--- config.mk ---
export PLATFORM = sky130hd
export DESIGN_NAME = header_field_value_extractor_core
export DESIGN_NICKNAME = d
export VERILOG_FILES = /design/src/hfve_pkg.sv /design/src/header_field_value_extractor_core.sv
export SDC_FILE = /design/constraint.sdc
export NUM_CORES = 2
export LEC_CHECK = 0
export BUFFER_PORTS_ARGS = -buffer_cell sky130_fd_sc_hd__buf_2
export CAP_MARGIN = 20
export CORE_ASPECT_RATIO = 1.1
export CORE_UTILIZATION = 40
export DETAILED_ROUTE_END_ITERATION = 10
export PLACE_DENSITY_LB_ADDON = 0.12
export SYNTH_ARGS = -nofsm -noshare
export SYNTH_HDL_FRONTEND = slang
export SYNTH_SLANG_ARGS = --single-unit
--- constraint.sdc ---
create_clock -name clk -period 17.1 [get_ports clk]
set_input_delay 2.565 -clock clk [delete_from_list [all_inputs] [get_ports clk]]
set_output_delay 2.565 -clock clk [all_outputs]
set_load 0.02 [all_outputs]
--- src/hfve_pkg.sv ---
`default_nettype none

package hfve_pkg;

  localparam int KEY_MAX    = 16;
  localparam int WIN_DEPTH  = KEY_MAX - 1;
  localparam int KLEN_W     = $clog2(KEY_MAX + 1);
  localparam int KEY_REG_BYTES = 16;

  localparam int FIFO_DEPTH = 4;
  localparam int PTR_W      = $clog2(FIFO_DEPTH);
  localparam int CNT_W      = $clog2(FIFO_DEPTH + 1);

  localparam logic [1:0] PH_SEARCH = 2'd0;
  localparam logic [1:0] PH_SKIP   = 2'd1;
  localparam logic [1:0] PH_COPY   = 2'd2;
  localparam logic [1:0] PH_DONE   = 2'd3;

  localparam logic [1:0] CFG_KEY_LOW  = 2'd0;
  localparam logic [1:0] CFG_KEY_HIGH = 2'd1;
  localparam logic [1:0] CFG_KEY_LEN  = 2'd2;
  localparam logic [1:0] CFG_CAPACITY = 2'd3;

  localparam logic [7:0] CH_NUL   = 8'h00;
  localparam logic [7:0] CH_SPACE = 8'h20;
  localparam logic [7:0] CH_TAB   = 8'h09;
  localparam logic [7:0] CH_CR    = 8'h0D;
  localparam logic [7:0] CH_LF    = 8'h0A;
  localparam logic [7:0] CH_VT    = 8'h0B;
  localparam logic [7:0] CH_FF    = 8'h0C;
  localparam logic [7:0] CH_PLUS  = 8'h2B;
  localparam logic [7:0] CH_MINUS = 8'h2D;
  localparam logic [7:0] CH_ZERO  = 8'h30;
  localparam logic [7:0] CH_NINE  = 8'h39;
  localparam logic [7:0] CH_UP_A  = 8'h41;
  localparam logic [7:0] CH_UP_Z  = 8'h5A;
  localparam logic [7:0] CASE_BIT = 8'h20;

  localparam logic [4:0] KEY_LEN_RESET  = 5'd1;
  localparam logic [7:0] CAPACITY_RESET = 8'd50;

  localparam logic [67:0] LIM_POS = 68'h0_7FFF_FFFF_FFFF_FFFF;
  localparam logic [67:0] LIM_NEG = 68'h0_8000_0000_0000_0000;

  typedef struct packed {
    logic [63:0] acc;
    logic        neg;
    logic        stop;
    logic        ovf;
    logic        sign_seen;
    logic        digit_seen;
  } parse_t;

  typedef struct packed {
    logic        kind;
    logic [7:0]  value_byte;
    logic        found;
    logic [63:0] number;
    logic        overflow;
    logic        end_of_run;
  } result_t;

  function automatic logic [7:0] fold(input logic [7:0] c);
    fold = (c >= CH_UP_A && c <= CH_UP_Z) ? (c | CASE_BIT) : c;
  endfunction

  function automatic logic [7:0] key_byte(input logic [127:0] key, input int j);
    if (j < KEY_REG_BYTES) begin
      key_byte = key[j*8 +: 8];
    end else begin
      key_byte = CH_NUL;
    end
  endfunction

  function automatic parse_t parse_byte(input parse_t p, input logic [7:0] c);
    parse_t      q;
    logic        digit;
    logic [67:0] t;
    logic [67:0] lim;
    q     = p;
    digit = (c >= CH_ZERO) && (c <= CH_NINE);
    t     = ({4'b0, p.acc} << 3) + ({4'b0, p.acc} << 1) + {60'b0, c - CH_ZERO};
    lim   = p.neg ? LIM_NEG : LIM_POS;
    if (!p.stop) begin
      if (!p.sign_seen && !p.digit_seen &&
          (c == CH_SPACE || c == CH_TAB || c == CH_VT || c == CH_FF)) begin
        q = p;
      end else if (!p.sign_seen && !p.digit_seen &&
                   (c == CH_PLUS || c == CH_MINUS)) begin
        q.sign_seen = 1'b1;
        q.neg       = (c == CH_MINUS);
      end else if (!digit) begin
        q.stop = 1'b1;
      end else begin
        q.digit_seen = 1'b1;
        if (!p.ovf) begin
          if (t > lim) begin
            q.ovf = 1'b1;
          end else begin
            q.acc = t[63:0];
          end
        end
      end
    end
    parse_byte = q;
  endfunction

endpackage

`default_nettype wire

--- src/header_field_value_extractor_core.sv ---
`default_nettype none

// Header field value extractor.
// The input channel takes one header byte per transfer with a last flag; a zero
// byte or a byte with last set ends the buffer. The block looks for the
// configured key, skips the key and any blanks after it, and returns each value
// byte as a result transfer, followed by one summary transfer per buffer that
// carries the found flag, the value read as a signed decimal number and an
// overflow flag. end_of_run marks the last result caused by an input transfer.
// The input side accepts one byte per cycle while in_stall is low. All work on a
// byte is done in the cycle it is accepted, and its results are registered in
// the result queue that drives the output. Results pass through a four-entry
// queue; a byte that causes two results takes two entries, and the input stalls
// while fewer than two queue entries are free. When the receiver stalls, the
// head result holds and the queue fills until the input stalls.
// Configuration writes are taken in every cycle and should be made only while
// no buffer is in progress. Reset clears the queue and the buffer state and
// loads the register reset values: key length one, value capacity fifty.
module header_field_value_extractor_core
  import hfve_pkg::*;
(
  input  wire                clk,
  input  wire                rst_n,
  input  wire                in_valid,
  output logic               in_stall,
  input  wire [7:0]          in_data_byte,
  input  wire                in_last,
  output logic               out_valid,
  input  wire                out_stall,
  output logic               out_kind,
  output logic [7:0]         out_value_byte,
  output logic               out_found,
  output logic signed [63:0] out_number,
  output logic               out_overflow,
  output logic               out_end_of_run,
  input  wire                cfg_valid,
  output logic               cfg_ready,
  input  wire [1:0]          cfg_index,
  input  wire [63:0]         cfg_data
);

  logic [63:0]       key_low_r;
  logic [63:0]       key_high_r;
  logic [4:0]        key_len_r;
  logic [7:0]        capacity_r;

  logic [7:0]        recent_r [WIN_DEPTH];
  logic [7:0]        recent_nxt [WIN_DEPTH];
  logic [1:0]        phase_r, phase_nxt;
  logic [7:0]        copied_r, copied_nxt;
  logic [KLEN_W-1:0] skip_r, skip_nxt;
  parse_t            parse_r, parse_nxt;

  result_t           fifo_r [FIFO_DEPTH];
  logic [PTR_W-1:0]  wr_ptr_r, rd_ptr_r;
  logic [CNT_W-1:0]  count_r;

  logic [127:0]      key;
  logic [KLEN_W-1:0] klen;
  logic [KLEN_W-1:0] mlen;
  logic              mlen_stop;
  logic [7:0]        win [KEY_MAX];
  logic              hit [KEY_MAX + 1];
  logic              key_hit;

  logic              in_xfer;
  logic              out_xfer;
  logic              byte_emit;
  logic              sum_emit;
  logic              sum_found;
  logic              clear;
  parse_t            par;
  result_t           byte_res;
  result_t           sum_res;
  result_t           ent0, ent1;
  logic              push0, push1;
  logic [1:0]        n_push;

  function automatic logic cap_hit(input logic [7:0] cnt, input logic [7:0] cap);
    cap_hit = (cap != 8'd0) && (cnt >= cap - 8'd1);
  endfunction

  assign cfg_ready = 1'b1;
  assign key       = {key_high_r, key_low_r};
  assign in_stall  = (count_r > CNT_W'(FIFO_DEPTH - 2));
  assign in_xfer   = in_valid && !in_stall;
  assign out_valid = (count_r != '0);
  assign out_xfer  = out_valid && !out_stall;

  always_comb begin
    if (key_len_r == 5'd0) begin
      klen = KLEN_W'(1);
    end else if (int'(key_len_r) > KEY_MAX) begin
      klen = KLEN_W'(KEY_MAX);
    end else begin
      klen = KLEN_W'(key_len_r);
    end
    mlen      = klen;
    mlen_stop = 1'b0;
    for (int j = 0; j < KEY_MAX; j++) begin
      if (!mlen_stop && (j >= int'(klen) || key_byte(key, j) == CH_NUL)) begin
        mlen      = KLEN_W'(j);
        mlen_stop = 1'b1;
      end
    end
  end

  always_comb begin
    win[0] = in_data_byte;
    for (int i = 1; i < KEY_MAX; i++) begin
      win[i] = recent_r[i-1];
    end
    hit[0] = 1'b0;
    for (int m = 1; m <= KEY_MAX; m++) begin
      hit[m] = 1'b1;
      for (int j = 0; j < m; j++) begin
        if (j == 0) begin
          if (win[m-1] != key_byte(key, 0)) hit[m] = 1'b0;
        end else begin
          if (fold(win[m-1-j]) != fold(key_byte(key, j))) hit[m] = 1'b0;
        end
      end
    end
    key_hit = (mlen != '0) && hit[mlen];
  end

  always_comb begin
    recent_nxt = recent_r;
    phase_nxt  = phase_r;
    copied_nxt = copied_r;
    skip_nxt   = skip_r;
    par        = parse_r;
    byte_emit  = 1'b0;
    sum_emit   = 1'b0;
    sum_found  = 1'b0;
    clear      = 1'b0;
    if (in_xfer) begin
      if (in_data_byte == CH_NUL) begin
        sum_emit  = (phase_r != PH_DONE);
        sum_found = (phase_r == PH_COPY);
        clear     = 1'b1;
      end else begin
        case (phase_r)
          PH_SEARCH: begin
            if (key_hit) begin
              phase_nxt = PH_SKIP;
              skip_nxt  = klen - mlen;
            end
            recent_nxt[0] = in_data_byte;
            for (int i = 1; i < WIN_DEPTH; i++) begin
              recent_nxt[i] = recent_r[i-1];
            end
          end
          PH_SKIP: begin
            if (skip_r != '0) begin
              skip_nxt = skip_r - KLEN_W'(1);
            end else if (in_data_byte == CH_SPACE || in_data_byte == CH_TAB) begin
              phase_nxt = PH_SKIP;
            end else if (in_data_byte == CH_CR || in_data_byte == CH_LF ||
                         capacity_r <= 8'd1) begin
              sum_emit  = 1'b1;
              phase_nxt = PH_DONE;
            end else begin
              byte_emit  = 1'b1;
              par        = parse_byte(parse_r, in_data_byte);
              copied_nxt = 8'd1;
              phase_nxt  = PH_COPY;
              if (cap_hit(8'd1, capacity_r)) begin
                sum_emit  = 1'b1;
                sum_found = 1'b1;
                phase_nxt = PH_DONE;
              end
            end
          end
          PH_COPY: begin
            if (in_data_byte == CH_CR || in_data_byte == CH_LF) begin
              sum_emit  = 1'b1;
              sum_found = 1'b1;
              phase_nxt = PH_DONE;
            end else begin
              byte_emit  = 1'b1;
              par        = parse_byte(parse_r, in_data_byte);
              copied_nxt = copied_r + 8'd1;
              if (cap_hit(copied_nxt, capacity_r)) begin
                sum_emit  = 1'b1;
                sum_found = 1'b1;
                phase_nxt = PH_DONE;
              end
            end
          end
          default: begin
            phase_nxt = PH_DONE;
          end
        endcase
        if (in_last) begin
          if (phase_nxt != PH_DONE) begin
            sum_emit  = 1'b1;
            sum_found = (phase_nxt == PH_COPY);
          end
          clear = 1'b1;
        end
      end
    end
    parse_nxt = par;
    if (clear) begin
      for (int i = 0; i < WIN_DEPTH; i++) begin
        recent_nxt[i] = CH_NUL;
      end
      phase_nxt  = PH_SEARCH;
      copied_nxt = 8'd0;
      skip_nxt   = '0;
      parse_nxt  = '0;
    end
  end

  always_comb begin
    byte_res            = '0;
    byte_res.value_byte = in_data_byte;
    byte_res.end_of_run = !sum_emit;
    sum_res             = '0;
    sum_res.kind        = 1'b1;
    sum_res.end_of_run  = 1'b1;
    sum_res.found       = sum_found;
    if (!sum_found) begin
      sum_res.number = '1;
    end else if (par.ovf) begin
      sum_res.number   = '1;
      sum_res.overflow = 1'b1;
    end else begin
      sum_res.number = par.neg ? (64'd0 - par.acc) : par.acc;
    end
    ent0   = byte_emit ? byte_res : sum_res;
    ent1   = sum_res;
    push0  = byte_emit || sum_emit;
    push1  = byte_emit && sum_emit;
    n_push = {1'b0, push0} + {1'b0, push1};
  end

  always_ff @(posedge clk) begin
    if (!rst_n) begin
      key_low_r  <= '0;
      key_high_r <= '0;
      key_len_r  <= KEY_LEN_RESET;
      capacity_r <= CAPACITY_RESET;
    end else if (cfg_valid && cfg_ready) begin
      case (cfg_index)
        CFG_KEY_LOW:  key_low_r  <= cfg_data;
        CFG_KEY_HIGH: key_high_r <= cfg_data;
        CFG_KEY_LEN:  key_len_r  <= cfg_data[4:0];
        CFG_CAPACITY: capacity_r <= cfg_data[7:0];
        default:      key_low_r  <= key_low_r;
      endcase
    end
  end

  always_ff @(posedge clk) begin
    if (!rst_n) begin
      for (int i = 0; i < WIN_DEPTH; i++) begin
        recent_r[i] <= CH_NUL;
      end
      phase_r  <= PH_SEARCH;
      copied_r <= 8'd0;
      skip_r   <= '0;
      parse_r  <= '0;
    end else begin
      recent_r <= recent_nxt;
      phase_r  <= phase_nxt;
      copied_r <= copied_nxt;
      skip_r   <= skip_nxt;
      parse_r  <= parse_nxt;
    end
  end

  always_ff @(posedge clk) begin
    if (!rst_n) begin
      wr_ptr_r <= '0;
      rd_ptr_r <= '0;
      count_r  <= '0;
    end else begin
      wr_ptr_r <= wr_ptr_r + PTR_W'(n_push);
      rd_ptr_r <= rd_ptr_r + PTR_W'(out_xfer);
      count_r  <= count_r + CNT_W'(n_push) - CNT_W'(out_xfer);
    end
  end

  always_ff @(posedge clk) begin
    if (push0) begin
      fifo_r[wr_ptr_r] <= ent0;
    end
    if (push1) begin
      fifo_r[wr_ptr_r + PTR_W'(1)] <= ent1;
    end
  end

  always_comb begin
    out_kind       = fifo_r[rd_ptr_r].kind;
    out_value_byte = fifo_r[rd_ptr_r].value_byte;
    out_found      = fifo_r[rd_ptr_r].found;
    out_number     = signed'(fifo_r[rd_ptr_r].number);
    out_overflow   = fifo_r[rd_ptr_r].overflow;
    out_end_of_run = fifo_r[rd_ptr_r].end_of_run;
  end

endmodule

`default_nettype wire
==> Word-level counts from Yosys, hierarchy flattened <==
Memories as Yosys holds them, arrays and structs flattened. A register that Yosys moved wholly into a read port is not among the register bits.
Cells that the tools add are included.
{ "op_classes": {"add_sub_neg": 14, "n_lt_le_gt_ge": 85, "n_eq_ne": 158, "mux": 283, "bitwise": 3, "n_reduce_logical": 133} }
{ "ops": {"columns": ["operator", "n"], "rows": [
  ["$ne A8 B8 Y1", 136],
  ["$mux W69", 8],
  ["$mux W64", 8],
  ["$ge A8 B7 Y1 const B", 30],
  ["$le A8 B7 Y1 const B", 30],
  ["$mux W1", 194],
  ["$mux W6", 30],
  ["$pmux W69 S2", 1],
  ["$logic_not A8 Y1", 17],
  ["$mux W5", 20],
  ["$mux W76", 1],
  ["$add A67 B65 Y68", 1],
  ["$add A68 B8 Y68", 1],
  ["$gt A68 B64 Y1", 1],
  ["$sub A1 B64 Y64 const A", 1],
  ["$logic_and A1 B1 Y1", 55],
  ["$eq A8 B4 Y1 const B", 5],
  ["$ge A4 B5 Y1 const A", 8],
  ["$mux W8", 4],
  ["$eq A8 B6 Y1 const B", 3],
  ["$logic_or A1 B1 Y1", 23],
  ["$ge A3 B5 Y1 const A", 4],
  ["$logic_not A1 Y1", 20],
  ["$mux W2", 10],
  ["42 further kinds", 65]
]} }
{ "word_totals": {"regBits": 352, "mem_bits_rw": 304, "output_inout_bits": 79, "elab_cells": 708, "memories": 1} }
{ "memory_table": {"columns": ["name", "depth", "width", "read_ports", "rd_clocked_by_memory_dff", "wr", "line", "text"], "rows": [
  ["fifo_r", 4, 76, 1, 1, 2, "header_field_value_extractor_core.sv:54", "result_t fifo_r [FIFO_DEPTH];"]
]} }

==> Longest topological paths before layout <==
{ "depth": {"word_depth": 69, "mapped_depth": 41} }

==> Worst setup path after synthesis <==
No wires, ideal clock.
{ "synth_path": {"path_type": "in2reg", "start": "input port in_data_byte[4]", "end": "memory fifo_r[3][60] in the netlist's numbering (data pin)", "arrival_time_ns": 11.594, "setup_slack_ns": 5.237, "stages": 35, "path_buffers": 4, "cell_sequence": "clkbuf_1 -> buf_1 -> clkbuf_1 -> inv_1 -> ha_1 -> fa_1 -> ha_1 -> and2_1 -> a221oi_1 -> a21oi_1 -> o31a_1 -> a21oi_1 -> o31ai_1 -> a21oi_1 -> o21ba_2 -> o21bai_1 -> xor2_1 -> ha_1 -> nand4_1 -> nor4_1 -> nand2_1 -> o31ai_1 -> a41o_1 -> o311ai_0 -> or3_1 -> or4_4 -> and2_4 -> buf_6 -> a221o_1 -> or4b_1 -> and4bb_4 -> nand2_1 -> or4_1 -> mux2i_1 -> nor3b_1"} }
{ "synth_rtl": {"columns": ["item", "line", "text"], "rows": [
  ["start: declaration", "header_field_value_extractor_core.sv:26", "input wire [7:0] in_data_byte,"],
  ["end: declaration", "header_field_value_extractor_core.sv:54", null]
]} }

==> flow_summary.toml <==
[worst_setup_path]
crit_type = "in2reg"
critPathTopFamily = "simple AND/OR/NAND/NOR gates"
cpPeakStageDelay_ns = 0.83
reg2reg_depth = 30
cp.depth = 33
startpoint_type = "primary input"
required_ns = 17.52
cp_common_cell = "ha_1"
critical_path.max_fanout = 53
crit_buf_inv = 3
cp-end-kind = "flop"
slowest_stage = "nor4_1"
arrival_ns = 12.96

[logic_synthesis]
ys_types = 96
synthAdderAreaFrac_pct = 5.79
synth_mux_area_share_pct = 3.85
syn_area_um2 = 50300
synth-seq-cells = 656
synth_top_family_by_area = "XOR/XNOR gates"
synthXorXnorAreaFrac_pct = 20.8
synth_top_area_share_pct = 15.8
synth_top_area_cell = "edfxtp_1"
seq_area_frac_synth_pct = 31.4
syn_nets = 6192
netlist_instances = 5884
async_flop_share_pct = 0
synthSimpleGateAreaFrac_pct = 19.1
synth_common_cells = "nand2_1, xnor2_1, xor2_1, clkbuf_1, a21oi_1"
synth_warnings = 0
syn_area_per_cell_um2 = 8.55
synth-edff-count = 264
synth_area_leaders = "edfxtp_1, dfxtp_1, xnor2_1"
yosysMostFrequentCell = "nand2_1"
synth_compound_area_share_pct = 14.0
synthFlopType = "dfxtp_1"

[global_route]
grt_overflow = 0
grt_max_degree = 85
antenna_found_initial = 19
grt_usage_pct = 37.8
grt_first_pass_wirelength_um = 344000
grt_pass1_vias = 45000

[timing]
setup_violations = 0
min_period_over_period_pct = 73.4
worstMarginPinSlew_ns = 1.37
relSlewSlack_pct = 8.13
fmax_ghz = 0.0797
fin_crit_ns = 12.54
drv_slew = 0
clock_skew_ns = 0.0441
final.setup.tns_ns = 0
timing_hold_violations_final = 0
rsz0062_at_grt = "false"

[routing]
routed_via_density = 6.25
wire_per_inst_um = 32.5
met1_length_um = 88900
routed_wl_um = 246000
vias = 47100
wl_met3_um = 23600
drtPass1Iterations = 6
drcViolationCount = 0
drt-initial-drc-count = 4926
ant_nets = 0
wl_met2_um = 109000
highest_layer = "met5"

[power]
leakage_nw = 22.6
ir_worst_vdd_mv = 0.0739
power_density_nw_per_um2 = 83.5

[final_layout]
multi_input_area_um2 = 32200
area_delta_synth_final_pct = 10.7
regArea_um2 = 15800
post-route-util_pct = 44.6
final_layout_size_suffix_gt1_share_pct = 11.5
fillers = 12500
final_nets = 6123

[die]
dieArea_um2 = 127000
rows = 136
die_y_um = 374
start_util_pct = 40.3
coreArea_um2 = 125000
dieWidth_um = 340
io_pins = 159

[outcome]
outcome = "complete, no violations"

[flow_run]
maxCapViolCount = 0

[clock_tree]
ctsResizeCount = 0
cts_tree = "yes"
max-clock-path-buffers = 3
root_buffer = "clkbuf_16"
clk_pin_slew_ns = 0.05
cts_sinks = 656
cts_htree_levels = 3
cts_buffers = 77
clock_latency_ns = 0.73
cts_setup_buffers = 0
ctsHoldBuffers = 0

[place]
port_buffers = 157
gp_congestion = 1.07
dp_hpwl_um = 167000

[worst_hold_path]
hold-path-cell-count = 2
worst_hold_path_type = "reg2reg"
-- tightest hold or removal path: cells and delay by family (launching register included) --
| family | cells | cell delay, ns |
|---|---|---|
| flip-flops | 1 | 0.31 |
| AND/OR/NAND/NOR | 1 | 0.05 |
| AO/OA/AOI/OAI | 1 | 0.05 |
-- sequential cells by signal, indices dropped and copies added, names as in the netlist --
signal	count
count_r	3
key_low_r	64
rd_ptr_r	2
parse_r	69
wr_ptr_r	2
key_len_r	5
recent_r	120
fifo_r	304
skip_r	5
copied_r	8
phase_r	2
key_high_r	64
capacity_r	8
-- metal layers --
layer	up-vias	global-route usage [%]
met3	1032	10.8
met5	-	0
met2	2733	58.8
met1	22800	42.7
met4	4	31.8
li1	20600	-
-- cells by family (layout without fill, tap and decap cells) --
| group | Yosys count | in the layout |
|---|---|---|
| simple gates | 1966 | 1966 |
| mux | 98 | 98 |
| flops | 656 | 656 |
| xor+xnor | 1196 | 1196 |
| buf+inv | 666 | 657 |
| other cells | 1 | 17 |
| fa+ha+maj | 228 | 228 |
| compound gates | 1073 | 1073 |
-- path summary, 6_finish.rpt --
check,from,endpoint,slack (ns)
worst max register to register,parse_r[7]$_SDFF_PP0_,fifo_r[3][50]$_DFFE_PP_,6.54
worst max-delay path,in_data_byte[5],fifo_r[3][50]$_DFFE_PP_,4.56
worst min register to register,recent_r[46]$_SDFFE_PP0P_,recent_r[46]$_SDFFE_PP0P_,0.46
worst min-delay path,recent_r[46]$_SDFFE_PP0P_,recent_r[46]$_SDFFE_PP0P_,0.46
-- area by class of cell --
type                       count  share of cell area [%]
multi-input combinational   4562                    57.7
sequential                   656                    28.3
timing repair buffer         409                    4.80
clock buffer                 105                    3.72
tap                         1656                    3.72
clock inverter                34                   0.847
inverter                     109                   0.744
antenna                       16                  0.0719
-- power breakdown --
part	internal, W	switching (W)
clock network	0.000955	0.000733
logic	0.000408	0.000763
registers	0.00173	0.0000657
-- through the flow --
step | std cells | hold slack (ns) | worst slack (ns) | total power (W) | instance area (µm²)
final | 7547 | 0.459 | 4.56 | 0.00465 | 55700
after global routing | 7541 | 0.475 | 4.07 | 0.00481 | 55700
after CTS | 7524 | 0.458 | 4.87 | 0.00467 | 55600
after detailed placement | 7385 | 0.449 | 4.15 | 0.00298 | 53000
after global placement | 7382 | 0.445 | 4.16 | 0.00298 | 53000
after floorplan | 5884 | 0.436 | 5.24 | 0.00256 | 50300
-- layout by cell type, fill, tap and decap left out, types with 77 or more instances in the layout --
cell type / netlist / routed
a21oi_1: 397 / 397
edfxtp_1: 264 / 264
xor2_1: 566 / 566
nand4_1: 210 / 210
inv_1: 108 / 104
nor2_1: 340 / 338
buf_2: 19 / 159
buf_4: 1 / 248
nor3_1: 123 / 115
nor4_1: 200 / 197
nand3_1: 107 / 107
ha_1: 220 / 220
a21boi_0: 142 / 142
dfxtp_1: 392 / 384
o21ai_0: 105 / 105
nand2_1: 710 / 709
xnor2_1: 630 / 630
clkbuf_16: 0 / 77
Note: power is estimated with default switching activity, not from simulation.
